File: config.mk
export PLATFORM = sky130hd
export DESIGN_NAME = fp32_sign_minmax_compare_classify_top
export DESIGN_NICKNAME = d
export VERILOG_FILES = /design/src/rtl/core/fsmc_pkg.sv /design/src/rtl/core/fsmc_stage.sv /design/src/rtl/core/fp32_sign_minmax_compare_classify_top.sv
export SDC_FILE = /design/constraint.sdc
export NUM_CORES = 1
export LEC_CHECK = 0
export ABC_AREA = 1
export BUFFER_PORTS_ARGS = -buffer_cell sky130_fd_sc_hd__buf_4
export CAP_MARGIN = 20
export CORE_MARGIN = 2
export CORE_UTILIZATION = 47
export CTS_CLUSTER_DIAMETER = 150
export CTS_CLUSTER_SIZE = 8
export DETAILED_ROUTE_END_ITERATION = 10
export PLACE_DENSITY = 0.66
export SLEW_MARGIN = 20
export SYNTH_ARGS = -nofsm -noshare
export SYNTH_HDL_FRONTEND = slang
export SYNTH_HIERARCHICAL = 1
export SYNTH_SLANG_ARGS = --single-unit
File: constraint.sdc
create_clock -name clk_i -period 18.35 [get_ports clk_i]
set_clock_uncertainty 0.2 [all_clocks]
set_input_delay 0.9175 -clock clk_i [delete_from_list [all_inputs] [get_ports clk_i]]
set_output_delay 0.9175 -clock clk_i [all_outputs]
set_load 0.02 [all_outputs]
File: src/rtl/core/fsmc_pkg.sv
`timescale 1ns / 1ps
`default_nettype none
package fsmc_pkg;

  localparam int unsigned KindW = 4;
  localparam int unsigned WordW = 32;
  localparam int unsigned ClassW = 10;

  typedef enum logic [KindW-1:0] {
    KIND_SGNJ  = 4'd0,
    KIND_SGNJN = 4'd1,
    KIND_SGNJX = 4'd2,
    KIND_MIN   = 4'd3,
    KIND_MAX   = 4'd4,
    KIND_EQ    = 4'd5,
    KIND_LT    = 4'd6,
    KIND_LE    = 4'd7,
    KIND_CLASS = 4'd8
  } kind_e;

  localparam logic [WordW-1:0] CanonNan = 32'h7FC0_0000;

  // per-operand decode
  typedef struct packed {
    logic              is_nan;
    logic              is_snan;
    logic              mag_zero;
    logic [ClassW-1:0] cls;
    logic [WordW-1:0]  key;
  } opinfo_t;

  typedef struct packed {
    logic [KindW-1:0] kind;
    logic [WordW-1:0] a;
    logic [WordW-1:0] b;
  } item_t;

  typedef struct packed {
    logic [WordW-1:0] value;
    logic             invalid;
  } res_t;

  function automatic opinfo_t decode(input logic [WordW-1:0] v);
    opinfo_t o;
    logic    exp_ones;
    logic    exp_zero;
    logic    frac_zero;
    exp_ones  = &v[30:23];
    exp_zero  = ~|v[30:23];
    frac_zero = ~|v[22:0];
    o.is_nan   = exp_ones & ~frac_zero;
    o.is_snan  = exp_ones & ~frac_zero & ~v[22];
    o.mag_zero = exp_zero & frac_zero;
    o.key      = v[31] ? ~v : {1'b1, v[30:0]};
    o.cls      = '0;
    if (exp_ones) begin
      if (frac_zero) o.cls[v[31] ? 0 : 7] = 1'b1;
      else o.cls[v[22] ? 9 : 8] = 1'b1;
    end else if (exp_zero) begin
      if (frac_zero) o.cls[v[31] ? 3 : 4] = 1'b1;
      else o.cls[v[31] ? 2 : 5] = 1'b1;
    end else begin
      o.cls[v[31] ? 1 : 6] = 1'b1;
    end
    return o;
  endfunction

endpackage
`default_nettype wire

File: src/rtl/core/fsmc_stage.sv
`timescale 1ns / 1ps
`default_nettype none
// one elastic register stage with valid, full-rate while out_ready_i is high
module fsmc_stage #(
  parameter int unsigned Width = 8
) (
  input  wire logic             clk_i,
  input  wire logic             rst_ni,
  input  wire logic             in_valid_i,
  output logic                  in_ready_o,
  input  wire logic [Width-1:0] in_data_i,
  output logic                  out_valid_o,
  input  wire logic             out_ready_i,
  output logic [Width-1:0]      out_data_o
);
  logic             valid_q;
  logic [Width-1:0] data_q;

  assign in_ready_o  = ~valid_q | out_ready_i;
  assign out_valid_o = valid_q;
  assign out_data_o  = data_q;

  always_ff @(posedge clk_i or negedge rst_ni) begin
    if (!rst_ni) begin
      valid_q <= 1'b0;
    end else if (in_ready_o) begin
      valid_q <= in_valid_i;
    end
  end

  always_ff @(posedge clk_i) begin
    if (in_ready_o && in_valid_i) begin
      data_q <= in_data_i;
    end
  end

  assert property (@(posedge clk_i) disable iff (!rst_ni)
    valid_q && !out_ready_i |=> valid_q && $stable(data_q))
    else $error("stage lost word under stall");
  assert property (@(posedge clk_i) disable iff (!rst_ni)
    !valid_q |-> in_ready_o)
    else $error("empty stage not ready");
  assert property (@(posedge clk_i) disable iff (!rst_ni)
    in_valid_i && in_ready_o |=> valid_q)
    else $error("accepted word not held");
endmodule
`default_nettype wire

File: src/rtl/core/fp32_sign_minmax_compare_classify_top.sv
`timescale 1ns / 1ps
`default_nettype none
// RISC-V F sign-inject / min / max / compare / classify unit. Three register
// stages (input, operand decode, result select); each word passes through the
// input, decode and result registers in that order before m_axis_tvalid rises.
// One word is taken every cycle while m_axis_tready stays high.
// Each stage holds when the one after it is full and stalled.
module fp32_sign_minmax_compare_classify_top (
  input  wire logic        clk_i,
  input  wire logic        rst_ni,
  input  wire logic        s_axis_tvalid,
  output logic             s_axis_tready,
  input  wire logic [71:0] s_axis_tdata,  // [3:0] kind, [35:4] operand_a, [67:36] operand_b
  output logic             m_axis_tvalid,
  input  wire logic        m_axis_tready,
  output logic [39:0]      m_axis_tdata   // [31:0] result_value, [32] invalid_flag
);
  localparam int unsigned ItemW = $bits(fsmc_pkg::item_t);
  localparam int unsigned DecW  = ItemW + 2 * $bits(fsmc_pkg::opinfo_t);
  localparam int unsigned ResW  = $bits(fsmc_pkg::res_t);

  typedef struct packed {
    fsmc_pkg::item_t   it;
    fsmc_pkg::opinfo_t da;
    fsmc_pkg::opinfo_t db;
  } dec_t;

  fsmc_pkg::item_t s0_in, s1_item;
  dec_t            s1_dec, s2_dec;
  fsmc_pkg::res_t  s2_res, s3_res;
  logic v1, r1, v2, r2;

  always_comb begin
    s0_in.kind = s_axis_tdata[3:0];
    s0_in.a    = s_axis_tdata[35:4];
    s0_in.b    = s_axis_tdata[67:36];
  end

  fsmc_stage #(.Width(ItemW)) u_st1 (
    .clk_i, .rst_ni,
    .in_valid_i(s_axis_tvalid), .in_ready_o(s_axis_tready), .in_data_i(s0_in),
    .out_valid_o(v1), .out_ready_i(r1), .out_data_o(s1_item)
  );

  always_comb begin
    s1_dec.it = s1_item;
    s1_dec.da = fsmc_pkg::decode(s1_item.a);
    s1_dec.db = fsmc_pkg::decode(s1_item.b);
  end

  fsmc_stage #(.Width(DecW)) u_st2 (
    .clk_i, .rst_ni,
    .in_valid_i(v1), .in_ready_o(r1), .in_data_i(s1_dec),
    .out_valid_o(v2), .out_ready_i(r2), .out_data_o(s2_dec)
  );

  logic any_nan, any_snan, bz, eq, lt, a_le_b, a_ge_b;
  always_comb begin
    any_nan  = s2_dec.da.is_nan | s2_dec.db.is_nan;
    any_snan = s2_dec.da.is_snan | s2_dec.db.is_snan;
    bz       = s2_dec.da.mag_zero & s2_dec.db.mag_zero;
    eq       = ~any_nan & ((s2_dec.it.a == s2_dec.it.b) | bz);
    lt       = ~any_nan & ~bz & (s2_dec.da.key < s2_dec.db.key);
    a_le_b   = s2_dec.da.key <= s2_dec.db.key;
    a_ge_b   = s2_dec.da.key >= s2_dec.db.key;
    s2_res   = '0;
    case (s2_dec.it.kind)
      fsmc_pkg::KIND_SGNJ:  s2_res.value = {s2_dec.it.b[31], s2_dec.it.a[30:0]};
      fsmc_pkg::KIND_SGNJN: s2_res.value = {~s2_dec.it.b[31], s2_dec.it.a[30:0]};
      fsmc_pkg::KIND_SGNJX: s2_res.value = {s2_dec.it.a[31] ^ s2_dec.it.b[31],
                                            s2_dec.it.a[30:0]};
      fsmc_pkg::KIND_MIN, fsmc_pkg::KIND_MAX: begin
        if (s2_dec.da.is_nan && s2_dec.db.is_nan) s2_res.value = fsmc_pkg::CanonNan;
        else if (s2_dec.da.is_nan) s2_res.value = s2_dec.it.b;
        else if (s2_dec.db.is_nan) s2_res.value = s2_dec.it.a;
        else if (s2_dec.it.kind == fsmc_pkg::KIND_MAX)
          s2_res.value = a_ge_b ? s2_dec.it.a : s2_dec.it.b;
        else s2_res.value = a_le_b ? s2_dec.it.a : s2_dec.it.b;
        s2_res.invalid = any_snan;
      end
      fsmc_pkg::KIND_EQ: begin
        s2_res.value   = {31'd0, eq};
        s2_res.invalid = any_snan;
      end
      fsmc_pkg::KIND_LT: begin
        s2_res.value   = {31'd0, lt};
        s2_res.invalid = any_nan;
      end
      fsmc_pkg::KIND_LE: begin
        s2_res.value   = {31'd0, lt | eq};
        s2_res.invalid = any_nan;
      end
      fsmc_pkg::KIND_CLASS: s2_res.value = {22'd0, s2_dec.da.cls};
      default: s2_res = '0;
    endcase
  end

  fsmc_stage #(.Width(ResW)) u_st3 (
    .clk_i, .rst_ni,
    .in_valid_i(v2), .in_ready_o(r2), .in_data_i(s2_res),
    .out_valid_o(m_axis_tvalid), .out_ready_i(m_axis_tready), .out_data_o(s3_res)
  );

  assign m_axis_tdata = {7'd0, s3_res.invalid, s3_res.value};
endmodule
`default_nettype wire
==> flow_metrics.py, run 1 <==
metrics = {
    "clock_network": {
        "clk_pin_slew_ps": 50,
        "htreeDepth": 2,
        "clock_sinks": 252,
        "max-clock-path-buffers": 3,
        "post_cts_resized": 0,
        "clock_latency_ps": 510,
        "cts_tree": "done",
        "cts_buffers": 37,
        "cts_root_buffer": "clkbuf_16",
    },
    "power_and_ir_drop": {
        "p_leak_nw": 6.13,
        "total_power_mw": 1.59,
        "power_per_cell_area_nw_per_um2": 111,
        "ir_drop_v": 0.0000755,
    },
    "setup_path": {
        "timing.rr.end": "u_st3/out_data_o[9]",
        "critPathBufInv": 0,
        "reg2reg_depth": 14,
        "path_depth": 14,
        "path_delay_family": "simple AND/OR/NAND/NOR gates",
        "cp_common_cell": "nand2_1",
        "rrSetupSlack_ps": 14500,
        "arrival_ps": 3870,
        "critical_path.slowest_cell": "nand3_2",
        "path_cells": "ha_1, nand2_1, nor2_2, nand3_2, nor3_4, nand3b_4, nand3_2, nand2_1, o21ai_1, nand2_1, nand3_1, nand2_1, nand2_1, nand2_1",
        "startpoint_type": "register",
        "max_stage_delay_ps": 860,
        "r2r_start": "u_st2/out_data_o[76]",
        "worstPathRequired_ps": 18370,
        "cp-end-kind": "register",
        "crit_path_max_fanout": 44,
        "criticalPathCategory": "register to register",
    },
    "final_layout": {
        "fillers": 2213,
        "nNetsFinal": 1387,
        "drive_gt1_share_pct": 13.4,
        "area_growth_pct": 16.7,
        "n_antenna_cell": 0,
        "final_util_pct": 55.5,
    },
    "drt": {
        "routedWlPerCell_um": 17.2,
        "vias": 8603,
        "route.detailed.drc": 0,
        "drt_pass1_iterations": 7,
        "drt_iter0_markers": 924,
        "drtAntennaViolNets": 0,
        "vias_per_cell": 5.30,
        "wl_um": 28000,
    },
    "run_status": {
        "outcome": "completed",
    },
    "timing": {
        "slew_headroom_pct": 29.3,
        "fin_crit_sh_pct": 21.0,
        "period_needed_ps": 3850,
        "fmax_mhz": 259,
        "worst_pin_slew_ps": 1060,
        "hold_viol_final": 0,
        "rsz0062_at_grt": "false",
        "final.setup.tns_ps": 0,
        "slew_violations": 0,
        "finalSetupViolCount": 0,
    },
    "grt": {
        "grt.total_usage_pct": 20.2,
        "grt_pass1_wl_um": 44400,
        "antenna_found_initial": 0,
        "grt-ovfl-total": 0,
        "grt_max_degree": 88,
        "grt_pass1_vias": 8139,
    },
    "floorplanning": {
        "rows": 59,
        "pin_count": 118,
        "die_y_um": 166,
        "fp.dieW_um": 166,
        "dieArea_um2": 27500,
        "start_util_pct": 47.6,
        "core_um2": 25900,
    },
    "run": {
        "cap_viol_max_count": 0,
    },
    "logic_synthesis": {
        "yosys_warnings": 6,
        "syn_area_per_cell_um2": 10.5,
        "netlist_area_um2": 12300,
        "syn_inst": 1176,
    },
    "place": {
        "routabilityCongestion": 0.799,
        "dp_hpwl_um": 18000,
        "port-buffer-count": 106,
    },
    "hold_path": {
        "hold_path.class": "register to register",
        "min_from": "u_st1/out_data_o[67]",
        "hold_end": "u_st2/out_data_o[157]",
        "whs_path_depth": 0,
    },
}
[how the worst max path moves through the flow]
stage	end	start	slack, ps
global placement	u_st3/out_data_o[10]	u_st2/out_data_o[76]	14610
CTS	u_st3/out_data_o[2]	u_st2/out_data_o[76]	14520
finish	u_st3/out_data_o[9]	u_st2/out_data_o[76]	14500
detailed placement	u_st3/out_data_o[9]	u_st2/out_data_o[76]	14560
global route	u_st3/out_data_o[10]	u_st2/out_data_o[76]	14270
floorplan	u_st2/out_data_o[0]	m_axis_tready	9280
[state kept, by name (all words and copies together), names as in the netlist]
register           cells
u_st1/out_data_o      68
u_st1/out_valid_o      1
u_st2/out_data_o     148
u_st2/out_valid_o      1
u_st3/out_data_o      33
u_st3/out_valid_o      1
[per-stage QoR]
step	cells	instance area (um2)	hold WS [ps]	worst slack (ps)
final	1623	14400	214	14500
after global placement	1574	13400	208	14610
after CTS	1623	14400	216	14520
after global routing	1623	14400	237	14270
after floorplan	1182	12400	200	9280
after detailed placement	1574	13400	212	14560
[worst reg2reg max path, stage by stage, from the launching register on]
cell	delay [ps]
edfxtp_1	400
ha_1	310
nand2_1	80
nor2_2	170
nand3_2	160
nor3_4	260
nand3b_4	460
nand3_2	870
nand2_1	120
o21ai_1	110
nand2_1	70
nand3_1	90
nand2_1	70
nand2_1	60
nand2_1	120
[per-layer routing]
metal  GRT usage (%)  share of wire [%]
met5               0                  0
met2            31.9                 47
met3            3.12                7.4
met4            5.86                2.1
met1            29.2                 44
[where the power goes]
part | switching, mW | total [mW] | leakage, nW | internal [mW]
Sequential | 0.0381 | 0.745 | 2.45 | 0.707
Clock | 0.225 | 0.600 | 0.489 | 0.374
Combinational | 0.159 | 0.246 | 3.19 | 0.0866
Total | 0.423 | 1.59 | 6.13 | 1.17
[cell usage in the layout (no fill, tap or decap), types with 23 or more instances in the layout]
cell type,n
buf_4,114
o21ai_1,23
xor2_1,89
a21oi_1,46
ha_1,32
nor2_1,71
nand3_1,111
nand2_1,280
inv_1,113
edfxtp_1,249
clkbuf_16,37
[cell type report]
| class | instances | area, um2 | share of cell area (%) |
|---|---|---|---|
| clock buffers | 45 | 956 | 6.64 |
| clock inverters | 3 | 47.5 | 0.330 |
| inverters | 118 | 443 | 3.08 |
| multi-input cells | 754 | 4100 | 28.5 |
| flip-flops and latches | 252 | 7550 | 52.5 |
| well taps | 335 | 419 | 2.91 |
| repair buffers | 116 | 877 | 6.09 |
[repair_timing]
| item | 4_1_cts | 5_1_grt |
|---|---|---|
| hold endpoints to repair | 3 | 0 |
| hold buffers | 1 | 0 |
| buffers inserted | 0 | 0 |
Power figures use the tool's default switching activity.
==> run 2: changes to the inputs <==
Settings changed: ABC_AREA 1 to 0, PLACE_DENSITY 0.66 to 0.69.
Clock period 18.35 ns to 3.5 ns, I/O delays scaled along.
==> flow_metrics.py, run 2 <==
metrics = {
    "run_status": {
        "outcome": "completed",
    },
    "timing": {
        "slew_violations": 0,
        "period_needed_ps": 3200,
        "fin_crit_sh_pct": 91.4,
        "finalSetupViolCount": 0,
        "rsz0062_at_grt": "false",
        "worst_pin_slew_ps": 1060,
        "worst_slack_ps": 303,
        "slew_headroom_pct": 29.2,
        "fmax_mhz": 313,
        "final.setup.tns_ps": 0,
        "hold_viol_final": 0,
    },
    "final_layout": {
        "drive_gt1_share_pct": 19.6,
        "largest_register_ffs": 148,
        "area_growth_pct": 26.5,
        "final_cell_mix": "249 x edfxtp_1, 117 x buf_4, 94 x xor2_1",
        "final_area_um2": 13600,
        "final-instance-count-excl-fill": 1199,
        "mostFrequentLayoutCell": "edfxtp_1",
        "nNetsFinal": 1020,
    },
    "clock_network": {
        "cts_setup_buffers": 0,
        "cts_buffers": 37,
        "clock_latency_ps": 500,
        "max-clock-path-buffers": 3,
        "cts_tree": "done",
        "htreeDepth": 2,
        "clk_pin_slew_ps": 50,
        "clock_sinks": 252,
        "cts_root_buffer": "clkbuf_16",
    },
    "drt": {
        "drtAntennaViolNets": 0,
        "vias_per_cell": 5.39,
        "vias": 6457,
        "drt_pass1_iterations": 5,
        "route.detailed.drc": 0,
        "routedWlPerCell_um": 19.7,
        "wl_um": 23600,
        "drt_iter0_markers": 502,
    },
    "place": {
        "place_area_um2": 11900,
        "placedCellCount": 1086,
        "dp_hpwl_um": 15100,
        "port-buffer-count": 106,
        "pre_cts_slack_ps": 370,
        "routabilityCongestion": 0.892,
    },
    "floorplanning": {
        "core_um2": 22600,
        "rows": 55,
        "pin_count": 118,
        "fp.dieW_um": 155,
        "start_util_pct": 47.6,
        "dieArea_um2": 24100,
        "die_y_um": 155,
    },
    "logic_synthesis": {
        "syn_area_per_cell_um2": 15.2,
        "yosys_warnings": 6,
        "syn_inst": 709,
        "netlist_area_um2": 10700,
    },
    "power_and_ir_drop": {
        "p_leak_nw": 5.18,
        "total_power_mw": 8.02,
        "power_per_cell_area_nw_per_um2": 590,
        "ir_drop_v": 0.000357,
    },
    "setup_path": {
        "path_cells": "ha_1, a21oi_1, o21ai_1, a221oi_1, buf_4, a31oi_2, o211ai_4, o21ai_1, buf_4, a32o_1",
        "cp-end-kind": "register",
        "path_delay_family": "compound AO/OA/AOI/OAI gates",
        "criticalPathCategory": "register to register",
        "worstPathRequired_ps": 3540,
        "critical_path.slowest_cell": "o211ai_4",
        "arrival_ps": 3240,
        "critPathBufInv": 2,
        "max_stage_delay_ps": 420,
        "startpoint_type": "register",
        "crit_path_max_fanout": 12,
    },
    "grt": {
        "grt_max_degree": 69,
        "grt.total_usage_pct": 19.9,
        "grt-ovfl-total": 0,
        "antenna_found_initial": 1,
        "grt_pass1_vias": 6582,
        "grt_pass1_wl_um": 36200,
    },
    "run": {
        "cap_viol_max_count": 0,
    },
    "hold_path": {
        "hold_path.class": "input pin to register",
    },
}
-- run 2: cell types whose count changed in the layout (fill, tap and decap cells not counted), moves of 11 or more --
cell and change:
a32o_1 +12, o211ai_1 +18, o21ai_1 -19, nor2_1 -43, nand3_1 -105, a21oi_1 -33
dlygate4sd3_1 +71, inv_1 -66, o21a_1 +11, nand2_1 -253
-- run 2: path summary, 6_finish.rpt --
kind	startpoint	end	slack, ps	depth (start not counted)
min in group asynchronous	rst_ni	u_st3/out_valid_o	400	3
setup / recovery	u_st2/out_data_o[52]	u_st3/out_data_o[21]	300	10
max in group asynchronous	rst_ni	u_st1/out_valid_o	2560	3
hold / removal	s_axis_tdata[49]	u_st1/out_data_o[13]	180	2
setup reg to reg	u_st2/out_data_o[52]	u_st3/out_data_o[21]	300	10
hold reg to reg	u_st1/out_data_o[64]	u_st2/out_data_o[154]	220	0
-- run 2: layout make-up --
class | count | area, um2
Fill cell | 1682 | 8980
Clock inverter | 2 | 46.3
Clock buffer | 38 | 951
Antenna cell | 1 | 2.50
Tap cell | 285 | 357
Multi-Input combinational cell | 383 | 2860
Timing Repair Buffer | 191 | 1640
Inverter | 47 | 176
Sequential cell | 252 | 7550
-- run 2: metrics by stage --
stage / util (%) / hold slack [ps]
after global routing: 60.2 / 175
after CTS: 60.2 / 169
after global placement: 52.6 / -234
after detailed placement: 52.6 / -233
after floorplan: - / -321
final: 60.2 / 184
-- run 2: timing repair --
item	CTS	global route
gates resized for setup	0	0
endpoints found under the hold margin	74	0
hold buffers	72	0
-- run 2: metal layers --
metal	vias to the layer above	track usage [%]	share of wire (%)
met5	-	0	0
met3	56	4.57	7.0
met2	271	32.6	48
li1	3036	-	-
met4	0	7.47	2.9
met1	3094	26.2	42
-- run 2: power breakdown --
part           leakage (nW)  internal, mW  switching (mW)
combinational          2.24         0.418           0.567
sequential             2.46          3.71           0.184
clock                 0.489          1.97            1.17
